<file path="config.mk">
export PLATFORM = sky130hd
export DESIGN_NAME = raster_sync_line_timer_unit_flat
export DESIGN_NICKNAME = d
export VERILOG_FILES = /design/src/rtl/rslt_pkg.sv /design/src/rtl/rslt_sample_if.sv /design/src/rtl/rslt_result_if.sv /design/src/rtl/raster_sync_line_timer_unit.sv /design/src/rtl/rslt_divider.sv /design/src/flat_wrapper.sv
export SDC_FILE = /design/constraint.sdc
export NUM_CORES = 1
export LEC_CHECK = 0
export BUFFER_PORTS_ARGS = -buffer_cell sky130_fd_sc_hd__buf_4
export CORE_MARGIN = 3
export CORE_UTILIZATION = 35
export DETAILED_ROUTE_END_ITERATION = 16
export PLACE_DENSITY = 0.51
export SLEW_MARGIN = 5
export SYNTH_ARGS = -nofsm -noshare
export SYNTH_HDL_FRONTEND = slang
export SYNTH_SLANG_ARGS = --single-unit
</file>
<file path="constraint.sdc">
create_clock -name clk -period 3.89 [get_ports clk]
set_input_delay 0.389 -clock clk [delete_from_list [all_inputs] [get_ports clk]]
set_output_delay 0.389 -clock clk [all_outputs]
set_load 0.01 [all_outputs]
</file>
<file path="src/rtl/rslt_pkg.sv">
// Shared types and constants of the raster sync line timer.
// Used by the interfaces, the divider, the top level and the checker.
package rslt_pkg;

	localparam int ACC_W           = 22;
	localparam int FIELD_W         = 10;
	localparam int IN_W            = 16;
	localparam int FRAME_CYCLES    = 3333333;
	localparam int CYCLES_PER_UNIT = 7;
	localparam int VBL_CLAMP_LIMIT = 600;
	localparam int VBL_CLAMP_VALUE = 500;

	// Largest divisor is CYCLES_PER_UNIT * 2^FIELD_W.
	localparam int DIV_W     = $clog2(CYCLES_PER_UNIT * (2 ** FIELD_W) + 1);
	localparam int CNT_W     = $clog2(ACC_W);
	localparam int NUM_REGS  = 5;
	localparam int CFG_IDX_W = $clog2(NUM_REGS);

	localparam logic [CFG_IDX_W-1:0] REG_LINE_LENGTH  = CFG_IDX_W'(0);
	localparam logic [CFG_IDX_W-1:0] REG_VBLANK_START = CFG_IDX_W'(1);
	localparam logic [CFG_IDX_W-1:0] REG_VBLANK_END   = CFG_IDX_W'(2);
	localparam logic [CFG_IDX_W-1:0] REG_SCAN_IRQ1    = CFG_IDX_W'(3);
	localparam logic [CFG_IDX_W-1:0] REG_SCAN_IRQ2    = CFG_IDX_W'(4);

	typedef enum logic [2:0] {
		ST_IDLE,
		ST_WRAP,
		ST_START,
		ST_DIV,
		ST_FLAGS
	} state_t;

	typedef struct packed {
		logic busy;
		logic done;
	} div_status_t;

	function automatic logic [DIV_W-1:0] calc_divisor(input logic [FIELD_W-1:0] len);
		calc_divisor = DIV_W'(CYCLES_PER_UNIT) * (DIV_W'(len) + DIV_W'(1));
	endfunction

endpackage

</file>
<file path="src/rtl/rslt_sample_if.sv">
// Input channel of the raster sync line timer: valid/ready plus the cycle count.
// Depends on rslt_pkg for the input width.
interface rslt_sample_if;
	logic                        valid;
	logic                        ready;
	logic [rslt_pkg::IN_W-1:0]   elapsed_cycles;

	modport source (output valid, output elapsed_cycles, input ready);
	modport sink   (input valid, input elapsed_cycles, output ready);
endinterface

</file>
<file path="src/rtl/rslt_result_if.sv">
// Output channel of the raster sync line timer: valid/ready plus the status fields.
// Depends on rslt_pkg for the field width.
interface rslt_result_if;
	logic                         valid;
	logic                         ready;
	logic [rslt_pkg::FIELD_W-1:0] line_number;
	logic                         in_vblank;
	logic                         scan_irq1_pulse;
	logic                         scan_irq2_pulse;
	logic                         vblank_irq_pulse;

	modport source (output valid, output line_number, output in_vblank,
		output scan_irq1_pulse, output scan_irq2_pulse, output vblank_irq_pulse,
		input ready);
	modport sink   (input valid, input line_number, input in_vblank,
		input scan_irq1_pulse, input scan_irq2_pulse, input vblank_irq_pulse,
		output ready);
endinterface

</file>
<file path="src/rtl/raster_sync_line_timer_unit.sv">
// Raster sync line timer: frame cycle accumulator, line divider and interrupt flags.
// Use: each item on the sample channel carries elapsed_cycles, the CPU time elapsed since the
// previous update. The block adds it to the frame count, wraps the count by one frame
// length, divides it by 7 * (line_length + 1) to get the current line, and sends one
// item on the result channel with the line (low 10 bits), the vertical blank status
// and one-shot pulses for the two scanline interrupts and for vertical blank start.
// Configuration registers are written through cfg_we / cfg_index / cfg_data; the
// user must write them only while the block is idle, which the block does not
// enforce. Index 0 line_length, 1 vblank_start, 2 vblank_end, 3 and 4 the two scanline
// interrupt lines. Writes to other indexes are ignored.
// Sequence: the add happens at the accepting edge; then the frame wrap (ST_WRAP), the
// divider load (ST_START), the one-bit-per-cycle restoring divider up to its done flag
// (ST_DIV) and the flag evaluation (ST_FLAGS), which waits while the output register is
// full. sample.ready is high only while the sequencer is idle, so one item is in work at
// a time and a new item is not taken before the last one has left ST_FLAGS.
// The result sits in an output register; if the receiver stalls, the block still takes
// the next item and holds its finished result until the register frees up.
// Reset clears the frame count, internal flags, config registers and output valid bit.
// Depends on rslt_pkg, rslt_sample_if, rslt_result_if and rslt_divider.
module raster_sync_line_timer_unit (
	input  logic                              clk,
	input  logic                              arst_n,
	rslt_sample_if.sink                       sample,
	rslt_result_if.source                     result,
	input  logic                              cfg_we,
	input  logic [rslt_pkg::CFG_IDX_W-1:0]    cfg_index,
	input  logic [rslt_pkg::FIELD_W-1:0]      cfg_data
);

	rslt_pkg::state_t                state_q, state_d;
	logic [rslt_pkg::FIELD_W-1:0]    line_length_q;
	logic [rslt_pkg::FIELD_W-1:0]    vblank_start_q;
	logic [rslt_pkg::FIELD_W-1:0]    vblank_end_q;
	logic [rslt_pkg::FIELD_W-1:0]    scan_irq1_q;
	logic [rslt_pkg::FIELD_W-1:0]    scan_irq2_q;
	logic [rslt_pkg::ACC_W-1:0]      count_q;
	logic                            vblank_q;
	logic                            scan1_q;
	logic                            scan2_q;
	logic                            out_valid_q;
	logic [rslt_pkg::FIELD_W-1:0]    out_line_q;
	logic                            out_vblank_q;
	logic                            out_p1_q;
	logic                            out_p2_q;
	logic                            out_pv_q;

	logic                            accept;
	logic                            div_start;
	logic                            load_out;
	rslt_pkg::div_status_t           div_status;
	logic [rslt_pkg::ACC_W-1:0]      line;
	logic [rslt_pkg::FIELD_W-1:0]    vs;
	logic [rslt_pkg::ACC_W-1:0]      vs_x, ve_x;
	logic                            p1, p2, pv;
	logic                            vblank_d, scan1_d, scan2_d;

	assign accept = sample.valid && sample.ready;

	rslt_divider u_div (
		.clk      (clk),
		.arst_n   (arst_n),
		.start    (div_start),
		.dividend (count_q),
		.divisor  (rslt_pkg::calc_divisor(line_length_q)),
		.status   (div_status),
		.quotient (line)
	);

	always_ff @(posedge clk or negedge arst_n) begin
		if (!arst_n) begin
			state_q <= rslt_pkg::ST_IDLE;
		end else begin
			state_q <= state_d;
		end
	end

	always_comb begin
		state_d      = state_q;
		sample.ready = 1'b0;
		div_start    = 1'b0;
		load_out     = 1'b0;
		case (state_q)
			rslt_pkg::ST_IDLE: begin
				sample.ready = 1'b1;
				if (sample.valid) begin
					state_d = rslt_pkg::ST_WRAP;
				end
			end
			rslt_pkg::ST_WRAP: begin
				state_d = rslt_pkg::ST_START;
			end
			rslt_pkg::ST_START: begin
				div_start = 1'b1;
				state_d   = rslt_pkg::ST_DIV;
			end
			rslt_pkg::ST_DIV: begin
				if (div_status.done) begin
					state_d = rslt_pkg::ST_FLAGS;
				end
			end
			rslt_pkg::ST_FLAGS: begin
				if (!out_valid_q || result.ready) begin
					load_out = 1'b1;
					state_d  = rslt_pkg::ST_IDLE;
				end
			end
			default: begin
				state_d = rslt_pkg::ST_IDLE;
			end
		endcase
	end

	// Interrupt and blank window evaluation on the full, unmasked line.
	always_comb begin
		vs = (vblank_start_q > rslt_pkg::FIELD_W'(rslt_pkg::VBL_CLAMP_LIMIT)) ?
			rslt_pkg::FIELD_W'(rslt_pkg::VBL_CLAMP_VALUE) : vblank_start_q;
		vs_x = rslt_pkg::ACC_W'(vs);
		ve_x = rslt_pkg::ACC_W'(vblank_end_q);
		p1 = (line >= rslt_pkg::ACC_W'(scan_irq1_q)) && !scan1_q;
		p2 = (line >= rslt_pkg::ACC_W'(scan_irq2_q)) && !scan2_q;
		scan1_d  = scan1_q || p1;
		scan2_d  = scan2_q || p2;
		vblank_d = vblank_q;
		pv       = 1'b0;
		if (vblank_end_q > vs) begin
			if (!vblank_d && vs_x <= line && ve_x > line) begin
				vblank_d = 1'b1;
				pv       = 1'b1;
			end
			if (vblank_d && ve_x <= line) begin
				vblank_d = 1'b0;
				scan1_d  = 1'b0;
				scan2_d  = 1'b0;
			end
		end else begin
			// The window wraps past the end of the frame.
			if (!vblank_d && vs_x <= line) begin
				vblank_d = 1'b1;
				pv       = 1'b1;
			end
			if (vblank_d && ve_x <= line && vs_x > line) begin
				vblank_d = 1'b0;
				scan1_d  = 1'b0;
				scan2_d  = 1'b0;
			end
		end
	end

	always_ff @(posedge clk or negedge arst_n) begin
		if (!arst_n) begin
			line_length_q  <= '0;
			vblank_start_q <= '0;
			vblank_end_q   <= '0;
			scan_irq1_q    <= '0;
			scan_irq2_q    <= '0;
		end else if (cfg_we) begin
			case (cfg_index)
				rslt_pkg::REG_LINE_LENGTH:  line_length_q  <= cfg_data;
				rslt_pkg::REG_VBLANK_START: vblank_start_q <= cfg_data;
				rslt_pkg::REG_VBLANK_END:   vblank_end_q   <= cfg_data;
				rslt_pkg::REG_SCAN_IRQ1:    scan_irq1_q    <= cfg_data;
				rslt_pkg::REG_SCAN_IRQ2:    scan_irq2_q    <= cfg_data;
				default: ;
			endcase
		end
	end

	always_ff @(posedge clk or negedge arst_n) begin
		if (!arst_n) begin
			count_q     <= '0;
			vblank_q    <= 1'b0;
			scan1_q     <= 1'b0;
			scan2_q     <= 1'b0;
			out_valid_q <= 1'b0;
		end else begin
			if (accept) begin
				count_q <= count_q + rslt_pkg::ACC_W'(sample.elapsed_cycles);
			end else if (state_q == rslt_pkg::ST_WRAP &&
					count_q >= rslt_pkg::ACC_W'(rslt_pkg::FRAME_CYCLES)) begin
				count_q <= count_q - rslt_pkg::ACC_W'(rslt_pkg::FRAME_CYCLES);
			end
			if (load_out) begin
				vblank_q    <= vblank_d;
				scan1_q     <= scan1_d;
				scan2_q     <= scan2_d;
				out_valid_q <= 1'b1;
			end else if (result.ready) begin
				out_valid_q <= 1'b0;
			end
		end
	end

	always_ff @(posedge clk) begin
		if (load_out) begin
			out_line_q   <= line[rslt_pkg::FIELD_W-1:0];
			out_vblank_q <= vblank_d;
			out_p1_q     <= p1;
			out_p2_q     <= p2;
			out_pv_q     <= pv;
		end
	end

	assign result.valid            = out_valid_q;
	assign result.line_number      = out_line_q;
	assign result.in_vblank        = out_vblank_q;
	assign result.scan_irq1_pulse  = out_p1_q;
	assign result.scan_irq2_pulse  = out_p2_q;
	assign result.vblank_irq_pulse = out_pv_q;

endmodule

</file>
<file path="src/rtl/rslt_divider.sv">
// Restoring divider, one quotient bit per cycle, for the frame count over the line length.
// Depends on rslt_pkg for widths and the status struct.
module rslt_divider (
	input  logic                          clk,
	input  logic                          arst_n,
	input  logic                          start,
	input  logic [rslt_pkg::ACC_W-1:0]    dividend,
	input  logic [rslt_pkg::DIV_W-1:0]    divisor,
	output rslt_pkg::div_status_t         status,
	output logic [rslt_pkg::ACC_W-1:0]    quotient
);

	logic                         running_q;
	logic                         done_q;
	logic [rslt_pkg::CNT_W-1:0]   cnt_q;
	logic [rslt_pkg::DIV_W-1:0]   rem_q;
	logic [rslt_pkg::ACC_W-1:0]   quo_q;
	logic [rslt_pkg::DIV_W-1:0]   dvs_q;
	logic [rslt_pkg::DIV_W:0]     trial;
	logic                         ge;
	logic [rslt_pkg::DIV_W:0]     trial_sub;

	// The dividend shifts out of the top of quo_q while quotient bits enter at the bottom.
	assign trial     = {rem_q, quo_q[rslt_pkg::ACC_W-1]};
	assign ge        = (trial >= {1'b0, dvs_q});
	assign trial_sub = trial - {1'b0, dvs_q};

	always_ff @(posedge clk or negedge arst_n) begin
		if (!arst_n) begin
			running_q <= 1'b0;
			done_q    <= 1'b0;
			cnt_q     <= '0;
		end else begin
			done_q <= 1'b0;
			if (start) begin
				running_q <= 1'b1;
				cnt_q     <= rslt_pkg::CNT_W'(rslt_pkg::ACC_W - 1);
			end else if (running_q) begin
				cnt_q <= cnt_q - rslt_pkg::CNT_W'(1);
				if (cnt_q == '0) begin
					running_q <= 1'b0;
					done_q    <= 1'b1;
				end
			end
		end
	end

	always_ff @(posedge clk) begin
		if (start) begin
			rem_q <= '0;
			quo_q <= dividend;
			dvs_q <= divisor;
		end else if (running_q) begin
			rem_q <= ge ? trial_sub[rslt_pkg::DIV_W-1:0] : trial[rslt_pkg::DIV_W-1:0];
			quo_q <= {quo_q[rslt_pkg::ACC_W-2:0], ge};
		end
	end

	assign status.busy = running_q;
	assign status.done = done_q;
	assign quotient    = quo_q;

endmodule

</file>
<file path="src/flat_wrapper.sv">
// flat-port wrapper written by rule: the top's interface ports become plain ports
module raster_sync_line_timer_unit_flat 
  (clk, arst_n, cfg_we, cfg_index, cfg_data, sample_valid, sample_elapsed_cycles, sample_ready, result_valid, result_line_number, result_in_vblank, result_scan_irq1_pulse, result_scan_irq2_pulse, result_vblank_irq_pulse, result_ready);
  rslt_sample_if sample_i ();
  rslt_result_if result_i ();
  input  logic clk;
  input  logic arst_n;
  input  logic cfg_we;
  input  logic [rslt_pkg::CFG_IDX_W-1:0] cfg_index;
  input  logic [rslt_pkg::FIELD_W-1:0] cfg_data;
  input wire logic [$bits(sample_i.valid)-1:0] sample_valid;
  input wire logic [$bits(sample_i.elapsed_cycles)-1:0] sample_elapsed_cycles;
  output wire logic [$bits(sample_i.ready)-1:0] sample_ready;
  output wire logic [$bits(result_i.valid)-1:0] result_valid;
  output wire logic [$bits(result_i.line_number)-1:0] result_line_number;
  output wire logic [$bits(result_i.in_vblank)-1:0] result_in_vblank;
  output wire logic [$bits(result_i.scan_irq1_pulse)-1:0] result_scan_irq1_pulse;
  output wire logic [$bits(result_i.scan_irq2_pulse)-1:0] result_scan_irq2_pulse;
  output wire logic [$bits(result_i.vblank_irq_pulse)-1:0] result_vblank_irq_pulse;
  input wire logic [$bits(result_i.ready)-1:0] result_ready;
  assign sample_i.valid = sample_valid;
  assign sample_i.elapsed_cycles = sample_elapsed_cycles;
  assign sample_ready = sample_i.ready;
  assign result_valid = result_i.valid;
  assign result_line_number = result_i.line_number;
  assign result_in_vblank = result_i.in_vblank;
  assign result_scan_irq1_pulse = result_i.scan_irq1_pulse;
  assign result_scan_irq2_pulse = result_i.scan_irq2_pulse;
  assign result_vblank_irq_pulse = result_i.vblank_irq_pulse;
  assign result_i.ready = result_ready;
  raster_sync_line_timer_unit u_core (.clk(clk), .arst_n(arst_n), .sample(sample_i), .result(result_i), .cfg_we(cfg_we), .cfg_index(cfg_index), .cfg_data(cfg_data));
endmodule
</file>
* Word-level counts from Yosys, hierarchy flattened *
Cells that the tools add are included.

word-level totals
  flip-flop bits (word level) = 148
  input port bits = 34
  output and inout bits = 16
  logic and storage cells = 117

operators by class
  add/sub/neg operators = 5
  $mul = 1
  magnitude comparators = 10
  equal/unequal tests = 11
  muxes and demuxes = 40
  reduce and logical (&&, ||, !) cells = 28

operators with widths
  kind                      count
  $mux W22                  4
  $ge A22 B10 Y1            2
  $gt A10 B22 Y1            2
  $le A10 B22 Y1            2
  $mux W1                   28
  $add A22 B16 Y22          1
  $ge A22 B22 Y1 const B    1
  $sub A22 B22 Y22 const B  1
  $pmux W3 S5               1
  $ge A14 B13 Y1            1
  $mul A3 B13 Y13 const A   1
  $mux W13                  1
  $sub A13 B13 Y13          1
  $eq A3 B2 Y1 const B      4
  $add A10 B1 Y11 const B   1
  $gt A10 B10 Y1            1
  $gt A10 B10 Y1 const B    1
  $mux W10                  1
  $mux W5                   2
  $reduce_and A2 Y1         5
  $logic_and A1 B1 Y1       9
  $mux W3                   3
  $eq A3 B1 Y1 const B      2
  $eq A3 B3 Y1 const B      2
  other kinds (9)           18

* Logic depth before layout (Yosys ltp) *
  depth after elaboration = 10
  depth in mapped cells = 14
  depth with buffers taken out = 14

* Cells and area by module *
A second synthesis with hierarchy kept.

unflattened totals
  cells, all modules = 980
  area total of the unflattened synthesis = 9799.4 um^2

modules (own cells, without submodules)
  module                       times used  cells each  area each (um^2)  sequential area each (um^2)
  raster_sync_line_timer_unit  1           713         6806.5            2397.3
  rslt_divider                 1           267         2992.9            1486.4

* Worst setup path after synthesis *
Ideal clock, no wire load.

  path type = reg-to-reg
  from = register u_core.line_length_q[0] (netlist bit)
  to = register u_core.u_div.dvs_q[10] (netlist bit), data pin
  library setup time = 268 ps
  data arrival time = 3181 ps
  data required time = 3622 ps
  slack = 441 ps
  stages on the path, launching flop included = 15
  path buffers = 1
  clock period less this slack = 3449 ps
  cells stage by stage = dfrtp_1 clkbuf_1 nand3_1 xnor2_1 inv_1 fa_1 inv_1 ha_1 a21oi_1 o21bai_1 a2111oi_0 nor2_1 a21oi_1 o21ai_0 nor2b_1

between the ends
  longest elaborated chain between the ends = 2

ends and longest elaborated chain
  item                                line                                source
  from (decl)                         raster_sync_line_timer_unit.sv:31   logic [rslt_pkg::FIELD_W-1:0] line_length_q;
  from (signal assigned)              raster_sync_line_timer_unit.sv:158  rslt_pkg::REG_LINE_LENGTH: line_length_q <= cfg_data;
  $add A10 B1 Y11                     rslt_pkg.sv:39                      calc_divisor = DIV_W'(CYCLES_PER_UNIT) * (DIV_W'(len) + DIV_W'(1));
  $mul A3 B13 Y13                     rslt_pkg.sv:39
  via u_core.u_div.divisor (one bit)  rslt_divider.sv:8                   input logic [rslt_pkg::DIV_W-1:0] divisor,
  to (signal assigned)                rslt_divider.sv:52                  dvs_q <= divisor;
  to (decl)                           rslt_divider.sv:18                  logic [rslt_pkg::DIV_W-1:0] dvs_q;

The timed path passes the listed nets, and every way through them passes these cells.
A chain may end at the register's enable or synchronous reset.

* Worst setup path in the final report *
  from = register u_core.line_length_q[0] (netlist bit)
  to = register u_core.u_div.dvs_q[12] (netlist bit), data pin

The elaborated chain is that of the path after synthesis.

==> metrics.txt <==
Iteration-0 DRC Markers=359; Area growth, synth to finish=13.69%; worst-margin pin slew=around 1.1 ns; Yosys cell types=slightly above 70; clk root buf=clkbuf_16; status=completed; global-route wire length before repair=roughly 37000 um; CTS Buffer Depth=2; CP Capture Type=flip-flop; Worst Hold Class=in -> async; First-pass DRT Iterations=5; post-synthesis cell count=between 1000 and 1500; GR Overflow Total=0; syn_nets=1153; Non-Filler Instances=approximately 1400; Starting Density=approximately 36%; crit share post-route=91.82%; commonest non-fill, non-tap cell in the layout=nand2_1; Max Freq=between 200 and 300 MHz; maximum vdd drop=between 0.0002 and 0.0003 V; post-synthesis async set-or-reset flop share=approximately 58%; HPWL Detailed=around 17000 um; crit path kind=reg -> reg; max_cap viols=0; core area=around 0.027 mm2; setup_tns=0 ns; CP max stage delay=approximately 0.50 ns; Max H-tree Level=4; crit-path cells=ha_1 -> xor2_1 -> inv_1 -> fa_1 -> inv_1 -> ha_1 -> a21oi_1 -> o21bai_1 -> a2111oi_0 -> buf_4 -> o31ai_1 -> o21a_1 -> nor2_1 -> xnor2_1; RSZ-0062 raised after global routing=no; post-DR vias/cell=between 5 and 6; dpl ws=between 0.2 and 0.3 ns; Clock Skew=approximately 0.012 ns; Slew Viols, Final=0; CP required=4.05 ns; largest net degree at the start of global routing=67; Remaining DRCs=0; Die W=172.4 um; CP arrival=about 3.7 ns; Diodes inserted=0; ANT nets after route=0; num rows=60; Netlist Area Pre-Place=a little under 0.01 mm2; Clock Sinks=between 100 and 150; clock transition at the registers of the reported paths=around 0.06 ns; reg2reg start=u_core.line_length_q[0]$_DFFE_PN0P_; worst skew pair latency=0.42 ns; final hold violations=0; Synth Warn #=0; # IOs=50; most frequent cells in the layout=126 x nand2_1, 95 x ha_1, 91 x inv_1, 86 x dfrtp_1, 77 x o21ai_0; minimum clock period=~3.6 ns; #FFs+latches synth=approximately 150; worst reg-to-reg setup slack=approximately 0.32 ns; Synth Area per Inst=9.565 um2; Post-synth EDFFs=approximately 50; worst reg2reg path depth=14; Power per Cell Area=about 730 mW/mm2; setup ws final=0.3184 ns; number of global-route vias before repair=approximately 7000; All-Layer GR Usage=between 15 and 20%; port bufs=49; TritonCTS clock tree=built; Routed Wire Length=roughly 22000 um; # Post-CTS Setup Buffers=0; Cells after DPL=approximately 1400; nets=about 1200; routed len/inst=approximately 16 um; final setup violation count=0; CP bufs+invs=3; initial antenna violation count=0; DIE HEIGHT=roughly 170 um; Max FO, Critical Path=7; gpl congestion=around 0.8; critical path's slowest cell=fa_1; share of cells above drive strength 1=12.92%; total CTS buffers=17; Pwr Total=roughly 8 mW; Worst slew margin=between 20% and 30%; R2R Path End=u_core.u_div.dvs_q[12]$_DFFE_PP_; crit start category=flip-flop; via count=7287; ys flop type=dfrtp_1; leakage power=4.806 nW; Top delay family on crit path=compound AO/OA/AOI/OAI gates; register area share after synthesis=between 40% and 50%; Die ar.=slightly below 0.03 mm2
-- per-layer routing --
| metal | up-vias | share of wire, % | track usage [%] |
|---|---|---|---|
| met5 | - | 0 | 0 |
| met4 | 0 | 0.98 | 3.679 |
| met3 | 18 | 2.7 | 2.606 |
| met2 | 97 | 45 | 25.09 |
| met1 | 3498 | 52 | 22.68 |
| li1 | 3674 | - | - |
-- where the power goes --
group	switching, mW	total (mW)	internal, mW	leakage, nW
registers	0.469	2.71	2.24	1.61
logic	2.14	3.84	1.70	2.94
clock network	0.655	1.53	0.879	0.257
-- synthesized netlist by cell type (16+ instances only) --
cell type,count,area (um2)
nand2b_1,16,100.1
xnor2_1,35,306.5
a21oi_1,57,285.3
xor2_1,23,201.4
o21a_1,16,120.1
mux2_2,38,427.9
ha_1,95,1189
clkbuf_1,18,67.56
dfrtp_1,86,2152
nand4_1,16,100.1
o21ai_0,77,385.4
nand2_1,126,473.0
nor3_1,17,85.08
inv_1,91,341.6
nor2_1,57,214.0
edfxtp_1,49,1471
nand3_1,21,105.1
-- how the worst max path moves through the flow --
stage                                        start                               end  cells past startpoint
2_1_floorplan  u_core.line_length_q[0]$_DFFE_PN0P_  u_core.u_div.dvs_q[10]$_DFFE_PP_                     14
3_3_place_gp   u_core.line_length_q[0]$_DFFE_PN0P_  u_core.u_div.dvs_q[10]$_DFFE_PP_                     13
3_5_place_dp   u_core.line_length_q[0]$_DFFE_PN0P_  u_core.u_div.dvs_q[12]$_DFFE_PP_                     13
4_1_cts        u_core.line_length_q[0]$_DFFE_PN0P_  u_core.u_div.dvs_q[12]$_DFFE_PP_                     13
5_1_grt        u_core.line_length_q[0]$_DFFE_PN0P_  u_core.u_div.dvs_q[10]$_DFFE_PP_                     14
6_report       u_core.line_length_q[0]$_DFFE_PN0P_  u_core.u_div.dvs_q[12]$_DFFE_PP_                     14
-- cells by family (layout without fill, tap and decap cells) --
| logic type | after synthesis | after routing | synth area share (%) |
|---|---|---|---|
| and+or+nand+nor | 305 | 305 | 15.04 |
| AOI/OAI and AO/OA | 231 | 231 | 14.82 |
| DFF | 148 | 148 | 40.08 |
| buffers and inverters | 118 | 181 | 4.907 |
| adders and majority gates | 107 | 107 | 14.66 |
| xor gates and xnor gates | 58 | 58 | 5.243 |
| muxes | 46 | 46 | 5.243 |
-- flip-flops by register name, summed over array words and instances, names as in the netlist, 3 cells and up --
name	count
u_core.vblank_start_q	10
u_core.state_q	3
u_core.scan_irq2_q	10
u_core.scan_irq1_q	10
u_core.result.line_number	10
u_core.u_div.quotient	22
u_core.u_div.rem_q	13
u_core.line_length_q	10
u_core.vblank_end_q	10
u_core.u_div.dvs_q	13
u_core.count_q	22
u_core.u_div.cnt_q	5
-- what timing repair did --
item / 4_1_cts / 5_1_grt
resized for setup: 0 / 2
endpoints found under the setup margin: 0 / 2
hold buffers: 0 / 0
-- through the flow --
step	utilization, %	instance area [um2]	hold slack, ns
floorplan	-	9689	0.09341
global placement	38.59	10460	0.4583
detailed placement	38.59	10460	0.4720
CTS	40.59	11000	0.1280
global route	40.65	11020	0.1649
finish	40.65	11020	0.09077
-- final cells by class --
type	count	area, um2
clock buffers	20	436.7
fillers	2687	16090
inverters	92	345.3
repair buffers	57	427.9
flip-flops and latches	148	3884
well taps	372	465.4
multi-input cells	747	5350
clock inverters	12	106.4
Note: power is estimated with default switching activity, not from simulation.
